==> src/hdl/ccb_pkg.sv <==
`timescale 1ns / 1ps
// ----------------------------------------------------------------------------
// ccb_pkg
// Types and constants shared by the cell charge and balance controller.
// ----------------------------------------------------------------------------
package ccb_pkg;

	localparam int CELL_COUNT = 4;

	typedef logic [12:0] cell_mv_t;
	typedef logic [14:0] pack_mv_t;
	typedef logic [14:0] timer_t;
	typedef logic [2:0]  cell_idx_t;
	typedef logic [CELL_COUNT-1:0] cell_mask_t;

	localparam cell_mv_t FULL_SCALE_MV = '1;
	localparam timer_t   TIMER_MAX     = '1;

	// Reset values of the configuration registers
	localparam cell_mv_t UNDER_VOLTAGE_RST = 13'd2600;
	localparam cell_mv_t OVER_VOLTAGE_RST  = 13'd4150;
	localparam pack_mv_t CHARGE_START_RST  = 15'd16000;
	localparam pack_mv_t CHARGE_STOP_RST   = 15'd16200;
	localparam cell_mv_t BLEED_MARGIN_RST  = 13'd10;
	localparam timer_t   SETTLE_MS_RST     = 15'd5000;
	localparam timer_t   BLEED_MS_RST      = 15'd20000;

	// Configuration register indexes
	typedef enum logic [3:0] {
		REG_UNDER_VOLTAGE = 4'd0,
		REG_OVER_VOLTAGE  = 4'd1,
		REG_CHARGE_START  = 4'd2,
		REG_CHARGE_STOP   = 4'd3,
		REG_BLEED_MARGIN  = 4'd4,
		REG_SETTLE_MS     = 4'd5,
		REG_BLEED_MS      = 4'd6,
		REG_BALANCING_ON  = 4'd7
	} cfg_reg_t;

	// Balancing sequencer states
	typedef enum logic [1:0] {
		MODE_DISABLED = 2'd0,
		MODE_SETTLE   = 2'd1,
		MODE_BALANCE  = 2'd2
	} balance_mode_t;

	// Item kinds
	localparam logic FUNC_SAMPLE = 1'b0;
	localparam logic FUNC_TICK   = 1'b1;

	typedef struct packed {
		logic     func;
		cell_mv_t cell1_mv;
		cell_mv_t cell2_mv;
		cell_mv_t cell3_mv;
		cell_mv_t cell4_mv;
		logic [3:0] cells_valid;
		pack_mv_t pack_mv;
		logic     pack_valid;
	} sample_t;

	typedef struct packed {
		logic       charger_on;
		cell_idx_t  lowest_cell;
		cell_idx_t  highest_cell;
		cell_mv_t   spread_mv;
		logic [3:0] bleed_mask;
		logic [1:0] balance_mode;
	} result_t;

	// Extremes of one sample, handed from the statistics logic to the top
	typedef struct packed {
		cell_idx_t min_idx;
		cell_mv_t  min_mv;
		cell_idx_t max_idx;
		cell_mv_t  max_mv;
		cell_mv_t  spread_mv;
	} cell_stats_t;

endpackage

==> src/hdl/cell_charge_balance_controller.sv <==
`timescale 1ns / 1ps
// ----------------------------------------------------------------------------
// cell_charge_balance_controller
// Charge hysteresis and passive balancing sequencer for a four-cell pack.
// ----------------------------------------------------------------------------
// The block takes one request (a measurement sample or a millisecond tick)
// every clock cycle unless sample_stall is high, and returns one result per
// request, in order. A request lands in the sample register; from there the
// cell min/max scan, the charge hysteresis and the sequencer step are
// evaluated in one pass and written to the result register when the result
// register is empty or its result is being taken. A stalled result holds its
// register while one more request waits in the sample register; further
// requests are stalled until the result is taken. Configuration writes are
// always ready and are meant to be issued while no request is in flight.
module cell_charge_balance_controller (
	input  logic             clk,
	input  logic             arst_n,
	// sample channel
	input  logic             sample_valid,
	output logic             sample_stall,
	input  ccb_pkg::sample_t sample,
	// result channel
	output logic             result_valid,
	input  logic             result_stall,
	output ccb_pkg::result_t result,
	// configuration write channel
	input  logic             cfg_valid,
	output logic             cfg_ready,
	input  logic [3:0]       cfg_index,
	input  logic [14:0]      cfg_data
);
	import ccb_pkg::*;

	// configuration registers
	cell_mv_t under_voltage_q, over_voltage_q, bleed_margin_q;
	pack_mv_t charge_start_q, charge_stop_q;
	timer_t   settle_ms_q, bleed_ms_q;
	logic     balancing_on_q;

	// controller state
	logic          charging_q;
	balance_mode_t mode_q;
	logic          phase_odd_q;
	cell_mask_t    mask_q;
	timer_t        settle_q, bleed_q;

	// pipeline
	sample_t sample_s1;
	logic    valid_s1;
	result_t result_q;
	logic    result_valid_q;
	logic    advance;

	// combinational results
	cell_mv_t      cells [CELL_COUNT];
	cell_stats_t   stats;
	logic          is_tick, do_step;
	logic          settle_done, bleed_done;
	logic          charging_d, enable_d;
	balance_mode_t mode_d;
	cell_mask_t    mask_d, new_mask;
	logic          phase_odd_d;
	timer_t        settle_d, bleed_d;
	result_t       result_d;

	// Configuration writes
	assign cfg_ready = 1'b1;

	always_ff @(posedge clk or negedge arst_n) begin
		if (!arst_n) begin
			under_voltage_q <= UNDER_VOLTAGE_RST;
			over_voltage_q  <= OVER_VOLTAGE_RST;
			charge_start_q  <= CHARGE_START_RST;
			charge_stop_q   <= CHARGE_STOP_RST;
			bleed_margin_q  <= BLEED_MARGIN_RST;
			settle_ms_q     <= SETTLE_MS_RST;
			bleed_ms_q      <= BLEED_MS_RST;
			balancing_on_q  <= 1'b0;
		end else if (cfg_valid && cfg_ready) begin
			case (cfg_reg_t'(cfg_index))
				REG_UNDER_VOLTAGE: under_voltage_q <= cfg_data[12:0];
				REG_OVER_VOLTAGE:  over_voltage_q  <= cfg_data[12:0];
				REG_CHARGE_START:  charge_start_q  <= cfg_data;
				REG_CHARGE_STOP:   charge_stop_q   <= cfg_data;
				REG_BLEED_MARGIN:  bleed_margin_q  <= cfg_data[12:0];
				REG_SETTLE_MS:     settle_ms_q     <= cfg_data;
				REG_BLEED_MS:      bleed_ms_q      <= cfg_data;
				REG_BALANCING_ON:  balancing_on_q  <= cfg_data[0];
				default: ;
			endcase
		end
	end

	// Hand-off between the sample register and the result register
	assign advance      = valid_s1 && (!result_valid_q || !result_stall);
	assign sample_stall = valid_s1 && !advance;
	assign result_valid = result_valid_q;
	assign result       = result_q;

	always_ff @(posedge clk or negedge arst_n) begin
		if (!arst_n) begin
			valid_s1 <= 1'b0;
		end else if (sample_valid && !sample_stall) begin
			valid_s1 <= 1'b1;
		end else if (advance) begin
			valid_s1 <= 1'b0;
		end
	end

	always_ff @(posedge clk) begin
		if (sample_valid && !sample_stall) begin
			sample_s1 <= sample;
		end
	end

	// Cell extremes
	assign cells[0] = sample_s1.cell1_mv;
	assign cells[1] = sample_s1.cell2_mv;
	assign cells[2] = sample_s1.cell3_mv;
	assign cells[3] = sample_s1.cell4_mv;

	ccb_stats u_stats (
		.cells       (cells),
		.cells_valid (sample_s1.cells_valid),
		.stats       (stats)
	);

	assign is_tick     = (sample_s1.func == FUNC_TICK);
	assign do_step     = !is_tick && balancing_on_q;
	assign settle_done = (settle_q >= settle_ms_q);
	assign bleed_done  = (bleed_q >= bleed_ms_q);

	// Charge hysteresis; an invalid pack reading holds the state and gates the output
	always_comb begin
		charging_d = charging_q;
		if (!is_tick && sample_s1.pack_valid) begin
			if (!charging_q) begin
				if (stats.max_mv < over_voltage_q && stats.min_mv > under_voltage_q &&
				    sample_s1.pack_mv < charge_start_q) begin
					charging_d = 1'b1;
				end
			end else begin
				if (stats.min_mv < under_voltage_q || stats.max_mv >= over_voltage_q ||
				    sample_s1.pack_mv >= charge_stop_q) begin
					charging_d = 1'b0;
				end
			end
		end
		enable_d = is_tick ? charging_q : (sample_s1.pack_valid && charging_d);
	end

	// Bleed mask for the current phase
	always_comb begin
		cell_mv_t excess;
		new_mask = '0;
		excess   = '0;
		for (int i = 0; i < CELL_COUNT; i++) begin
			excess = cell_mv_t'(cells[i] - stats.min_mv);
			if ((((i % 2) == 0) == phase_odd_q) && sample_s1.cells_valid[i] &&
			    stats.min_idx != cell_idx_t'(i + 1) && cells[i] > under_voltage_q &&
			    cells[i] >= stats.min_mv && excess >= bleed_margin_q) begin
				new_mask[i] = 1'b1;
			end
		end
	end

	// Sequencer next state
	always_comb begin
		mode_d = mode_q;
		if (do_step) begin
			case (mode_q)
				MODE_SETTLE:  if (settle_done) mode_d = MODE_BALANCE;
				MODE_BALANCE: if (bleed_done) mode_d = MODE_SETTLE;
				default:      mode_d = MODE_SETTLE;
			endcase
		end
	end

	// Sequencer outputs: mask, phase and timers
	always_comb begin
		mask_d      = mask_q;
		phase_odd_d = phase_odd_q;
		settle_d    = settle_q;
		bleed_d     = bleed_q;
		if (is_tick) begin
			if (settle_q != TIMER_MAX) settle_d = settle_q + timer_t'(1);
			if (bleed_q != TIMER_MAX) bleed_d = bleed_q + timer_t'(1);
		end else if (do_step) begin
			case (mode_q)
				MODE_SETTLE: begin
					if (settle_done) begin
						mask_d      = new_mask;
						phase_odd_d = !phase_odd_q;
						bleed_d     = '0;
					end
				end
				MODE_BALANCE: begin
					if (bleed_done) begin
						mask_d   = '0;
						settle_d = '0;
					end
				end
				default: settle_d = '0;
			endcase
		end
	end

	// Assemble the result
	always_comb begin
		result_d.charger_on    = enable_d;
		result_d.lowest_cell   = is_tick ? cell_idx_t'(0) : stats.min_idx;
		result_d.highest_cell  = is_tick ? cell_idx_t'(0) : stats.max_idx;
		result_d.spread_mv     = is_tick ? cell_mv_t'(0) : stats.spread_mv;
		result_d.bleed_mask    = mask_d;
		result_d.balance_mode  = mode_d;
	end

	// Commit state as the request moves on
	always_ff @(posedge clk or negedge arst_n) begin
		if (!arst_n) begin
			charging_q  <= 1'b0;
			mode_q      <= MODE_DISABLED;
			phase_odd_q <= 1'b1;
			mask_q      <= '0;
			settle_q    <= '0;
			bleed_q     <= '0;
		end else if (advance) begin
			charging_q  <= charging_d;
			mode_q      <= mode_d;
			phase_odd_q <= phase_odd_d;
			mask_q      <= mask_d;
			settle_q    <= settle_d;
			bleed_q     <= bleed_d;
		end
	end

	// Result register
	always_ff @(posedge clk or negedge arst_n) begin
		if (!arst_n) begin
			result_valid_q <= 1'b0;
		end else if (advance) begin
			result_valid_q <= 1'b1;
		end else if (!result_stall) begin
			result_valid_q <= 1'b0;
		end
	end

	always_ff @(posedge clk) begin
		if (advance) begin
			result_q <= result_d;
		end
	end

endmodule

==> src/hdl/ccb_stats.sv <==
`timescale 1ns / 1ps
// ----------------------------------------------------------------------------
// ccb_stats
// Finds the first strictly lowest and highest valid cell and their spread.
// ----------------------------------------------------------------------------
module ccb_stats (
	input  ccb_pkg::cell_mv_t    cells [ccb_pkg::CELL_COUNT],
	input  ccb_pkg::cell_mask_t  cells_valid,
	output ccb_pkg::cell_stats_t stats
);
	import ccb_pkg::*;

	// Scan cells in order; ties keep the earlier cell
	always_comb begin
		cell_idx_t min_idx;
		cell_mv_t  min_mv;
		cell_idx_t max_idx;
		cell_mv_t  max_mv;
		min_idx = '0;
		min_mv  = FULL_SCALE_MV;
		max_idx = '0;
		max_mv  = '0;
		for (int i = 0; i < CELL_COUNT; i++) begin
			if (cells_valid[i]) begin
				if (min_idx == '0 || cells[i] < min_mv) begin
					min_idx = cell_idx_t'(i + 1);
					min_mv  = cells[i];
				end
				if (cells[i] > max_mv) begin
					max_idx = cell_idx_t'(i + 1);
					max_mv  = cells[i];
				end
			end
		end
		stats.min_idx   = min_idx;
		stats.min_mv    = min_mv;
		stats.max_idx   = max_idx;
		stats.max_mv    = max_mv;
		stats.spread_mv = (min_idx != '0 && max_idx != '0) ? cell_mv_t'(max_mv - min_mv) : '0;
	end

endmodule

==> config.mk <==
export PLATFORM = sky130hd
export DESIGN_NAME = cell_charge_balance_controller
export DESIGN_NICKNAME = d
export VERILOG_FILES = /design/src/hdl/ccb_pkg.sv /design/src/hdl/cell_charge_balance_controller.sv /design/src/hdl/ccb_stats.sv
export SDC_FILE = /design/constraint.sdc
export NUM_CORES = 1
export LEC_CHECK = 0
export ABC_AREA = 1
export BUFFER_PORTS_ARGS = -buffer_cell sky130_fd_sc_hd__buf_2
export CAP_MARGIN = 20
export CORE_MARGIN = 5
export CORE_UTILIZATION = 25
export CTS_CLUSTER_DIAMETER = 200
export CTS_CLUSTER_SIZE = 30
export DETAILED_ROUTE_END_ITERATION = 12
export PLACE_DENSITY = 0.38
export SLEW_MARGIN = 15
export SYNTH_ARGS = -nofsm -noshare
export SYNTH_HDL_FRONTEND = slang
export SYNTH_SLANG_ARGS = --single-unit
==> constraint.sdc <==
create_clock -name clk -period 20 [get_ports clk]
set_input_delay 3 -clock clk [delete_from_list [all_inputs] [get_ports clk]]
set_output_delay 3 -clock clk [all_outputs]
set_load 0.005 [all_outputs]
==> flow_summary_export.csv <==
group,metric,value,unit
outcome,status,"completed",
synthesis,yosys_register_bits,239,
timing,maxSlewHeadroom,33.6,%
clocking,htreeDepth,1,
synthesis,synth_area,18700,um^2
cells_and_area,regArea,6520,um^2
setup_path,reg2reg_slack,9370,ps
pwr,internal_power,1.13,mW
pwr,p_sw,908,uW
synthesis,synth_flop_cell,"dfrtp_1",
setup_path,crit_path_start_kind,"flip-flop",
clocking,clk_path_buf_depth,3,
detailed_routing,via_count,15971,
timing,finClkSkew,36.4,ps
global_routing,grt_pass1_wl,99000,um
timing,finalCriticalPeriod,10630,ps
floorplanning,num_io_pins,126,
timing,fin_crit_sh,53.2,%
clocking,hold_buffers,0,
setup_path,slowest_delay,540,ps
synthesis,yosys.area.top_type,"ha_1",
global_routing,grt_pass1_vias,15741,
synthesis,synthSimpleGateAreaFrac,17.0,%
pwr,power.density,98.2,nW/um^2
clocking,cts_buffers,11,
cells_and_area,nets,2769,
synthesis,synth_async_sr_flop_share,58.6,%
detailed_routing,postRouteWirelength,66200,um
floorplanning,die_x,283,um
synthesis,ys_top_cells_by_area,"ha_1 22%, edfxtp_1 16%, dfrtp_1 14%",
cells_and_area,layout.cells.non_filler,3311,
global_routing,grt_max_degree,73,
floorplanning,start_util,25.1,%
synthesis,synth_adder_area_share,22.6,%
synthesis,syn_avg_cell_area,8.37,um^2
floorplanning,rows,100,
cells_and_area,multiInputGateArea,10900,um^2
floorplanning,fp.coreArea,74300,um^2
synthesis,synth_cell_types,60,
global_routing,antenna_found_initial,0,
timing,fmaxAchievable,94.0,MHz
pwr,peakVddDrop,45.5,uV
clocking,cts-root-buf,"clkbuf_16",
timing,timing.final.max_slew_violations,0,
timing,rsz0062_at_grt,"no",
min_path,hp-class,"flip-flop to flip-flop",
pwr,total_power,2.04,mW
timing,hold_viol_final,0,
synthesis,syn_nets,2662,
clocking,path_clk_slew,130,ps
global_routing,grtUsageTotal,15.9,%
global_routing,grt-ovfl-total,0,
pwr,p_leak,9.68,nW
placed_design,dp.cells,3293,
synthesis,yosysWarnings,0,
cells_and_area,drive_above_1_share,10.4,%
pwr,p_sw_share,44.5,%
clocking,clkLatencyLatePin,530,ps
pwr,p_comb_share,52.1,%
detailed_routing,via_per_inst,4.82,
clocking,tritoncts,"yes",
setup_path,worst_path_most_repeated_cell,"nand2_1",
pwr,pwr-share-clk,13.6,%
timing,hold_ws,498,ps
placed_design,numPortBuffers,124,
placed_design,gp_congestion,0.864,
synthesis,synth_compound_area_share,16.2,%
clocking,post_cts_resized,0,
setup_path,worstSetupPathType,"flip-flop to flip-flop",
timing,tns,0,ps
cells_and_area,fillers,8064,
timing,worst_slew_pin_slew,993,ps
detailed_routing,routedWlPerCell,20.0,um
clocking,numClockSinks,239,
cells_and_area,syn2layout_area_growth,11.2,%
setup_path,path_max_fanout,37,
timing,finalSetupViolCount,0,
detailed_routing,drt_iter0_markers,849,
synthesis,synth-edff-count,99,
flow_run,maxCapViolCount,0,
cells_and_area,design_area,20800,um^2
pwr,seq_power_share,34.2,%
synthesis,synth_seq_area_share,34.9,%
setup_path,end_kind,"flip-flop",
floorplanning,dieHeight,283,um
synthesis,synth-xor-area-share,2.20,%
detailed_routing,remaining_drc_errors,0,
detailed_routing,final_antenna_net_count,0,
floorplanning,die_area,80300,um^2
synthesis,synth_top_family_by_area,"adder cells",
placed_design,dp_hpwl,52300,um
synthesis,syn_inst,2231,
cells_and_area,diodes,0,
clocking,postCtsSetupBuffers,0,
setup_path,crit_required,20460,ps
synthesis,yosys.area.top_type_share,22.0,%
setup_path,cpMaxStageDelayCell,"o311ai_0",
detailed_routing,drt_first_pass_iters,5,
placed_design,dpl-instance-area,20400,um^2
setup_path,arrival,11090,ps
synthesis,synth.area.mux_share,0,%
==> area by class of cell <==
class | count | share of cell area, %
sequential | 239 | 31.4
clock inverter | 1 | 0.0844
clock buffer | 16 | 1.42
tap | 969 | 5.84
inverter | 300 | 5.45
multi-input combinational | 1649 | 52.3
timing repair buffer | 137 | 3.51
==> power by group through the flow <==
stage	clock [mW]	combinational (mW)	sequential [mW]
floorplan	0	0.757	0.674
global placement	0	1.05	0.710
detailed placement	0	1.07	0.710
CTS	0.297	1.07	0.701
global route	0.310	1.23	0.709
finish	0.278	1.06	0.699
==> layer usage <==
layer  track usage (%)  share of wire (%)  vias up
li1                  -                  -     7934
met1              21.4                 46     7656
met2              28.1                 48      333
met3              1.63                3.8       48
met4              3.00                1.9        0
met5                 0                  0        -
==> final timing paths <==
| path | from | to | cells past startpoint |
|---|---|---|---|
| worst max-delay path | sample_s1[16]$_DFFE_PP_ | mask_q[1]$_DFFE_PN0P_ | 53 |
| worst min-delay path | charge_start_q[7]$_DFFE_PN1P_ | charge_start_q[7]$_DFFE_PN1P_ | 2 |
| worst max register to register | sample_s1[16]$_DFFE_PP_ | mask_q[1]$_DFFE_PN0P_ | 53 |
| worst min register to register | charge_start_q[7]$_DFFE_PN1P_ | charge_start_q[7]$_DFFE_PN1P_ | 2 |
| max in group asynchronous | arst_n | settle_ms_q[4]$_DFFE_PN0P_ | 2 |
| min in group asynchronous | arst_n | settle_q[10]$_DFFE_PN0P_ | 1 |
==> through the flow <==
step                      setup WS, ps  util (%)
after floorplan                  10850         -
after global placement            9370      27.5
after detailed placement          9400      27.5
after CTS                         9320      27.9
after global routing              8380      27.9
final                             9370      27.9
==> state kept, by name, summed over array words and instances, names as in the netlist, 2 cells and up <==
register	count
settle_q	15
bleed_margin_q	13
bleed_ms_q	15
charge_start_q	15
result	26
mode_q	2
mask_q	4
cells	52
under_voltage_q	13
over_voltage_q	13
settle_ms_q	15
charge_stop_q	15
sample_s1	20
bleed_q	15
==> critical path: cells and delay by family (launching register included) <==
family,cells,cell delay [ps]
and+or+nand+nor,26,3120
DFF,1,340
buffers and inverters,4,870
xor gates and xnor gates,1,170
AOI/OAI and AO/OA,16,4120
adders and majority gates,6,1900
==> cells in the final DEF (no fill, tap or decap), types with 39 or more instances in the layout <==
master      n
a21oi_1   176
buf_2     123
dfrtp_1   104
edfxtp_1   99
ha_1      329
inv_1     285
nand2_1   413
nand3_1    68
nand4_1    39
nor2_1    124
nor3_1     43
o21ai_0   211
==> synth_stat cells, drive strengths merged (4+ instances only) <==
library cell and number:
a21o 11, edfxtp 99, nor2 127, dfstp 36, o311ai 5, o22ai 4, or4 4, dfrtp 104
a221o 5, nand4 39, buf 9, a21oi 177, a21boi 5, a211oi 21, inv 300, o21ai 242
o21bai 11, clkbuf 34, o221ai 6, ha 329, a221oi 4, xnor2 19, nand2 428, nor3b 11
o2111ai 4, a31oi 8, nor4 6, xor2 28, nor3 45, o21a 9, nand3 74, fa 5
==> cell families (layout without fill, tap and decap cells) <==
family,after synthesis,in the layout
other,1,1
XOR/XNOR,47,47
AND/OR/NAND/NOR,739,739
flip-flops,239,239
adder cells (fa/ha/maj),334,334
buffers and inverters,343,454
AO/OA/AOI/OAI,528,528
Power figures use the tool's default switching activity.
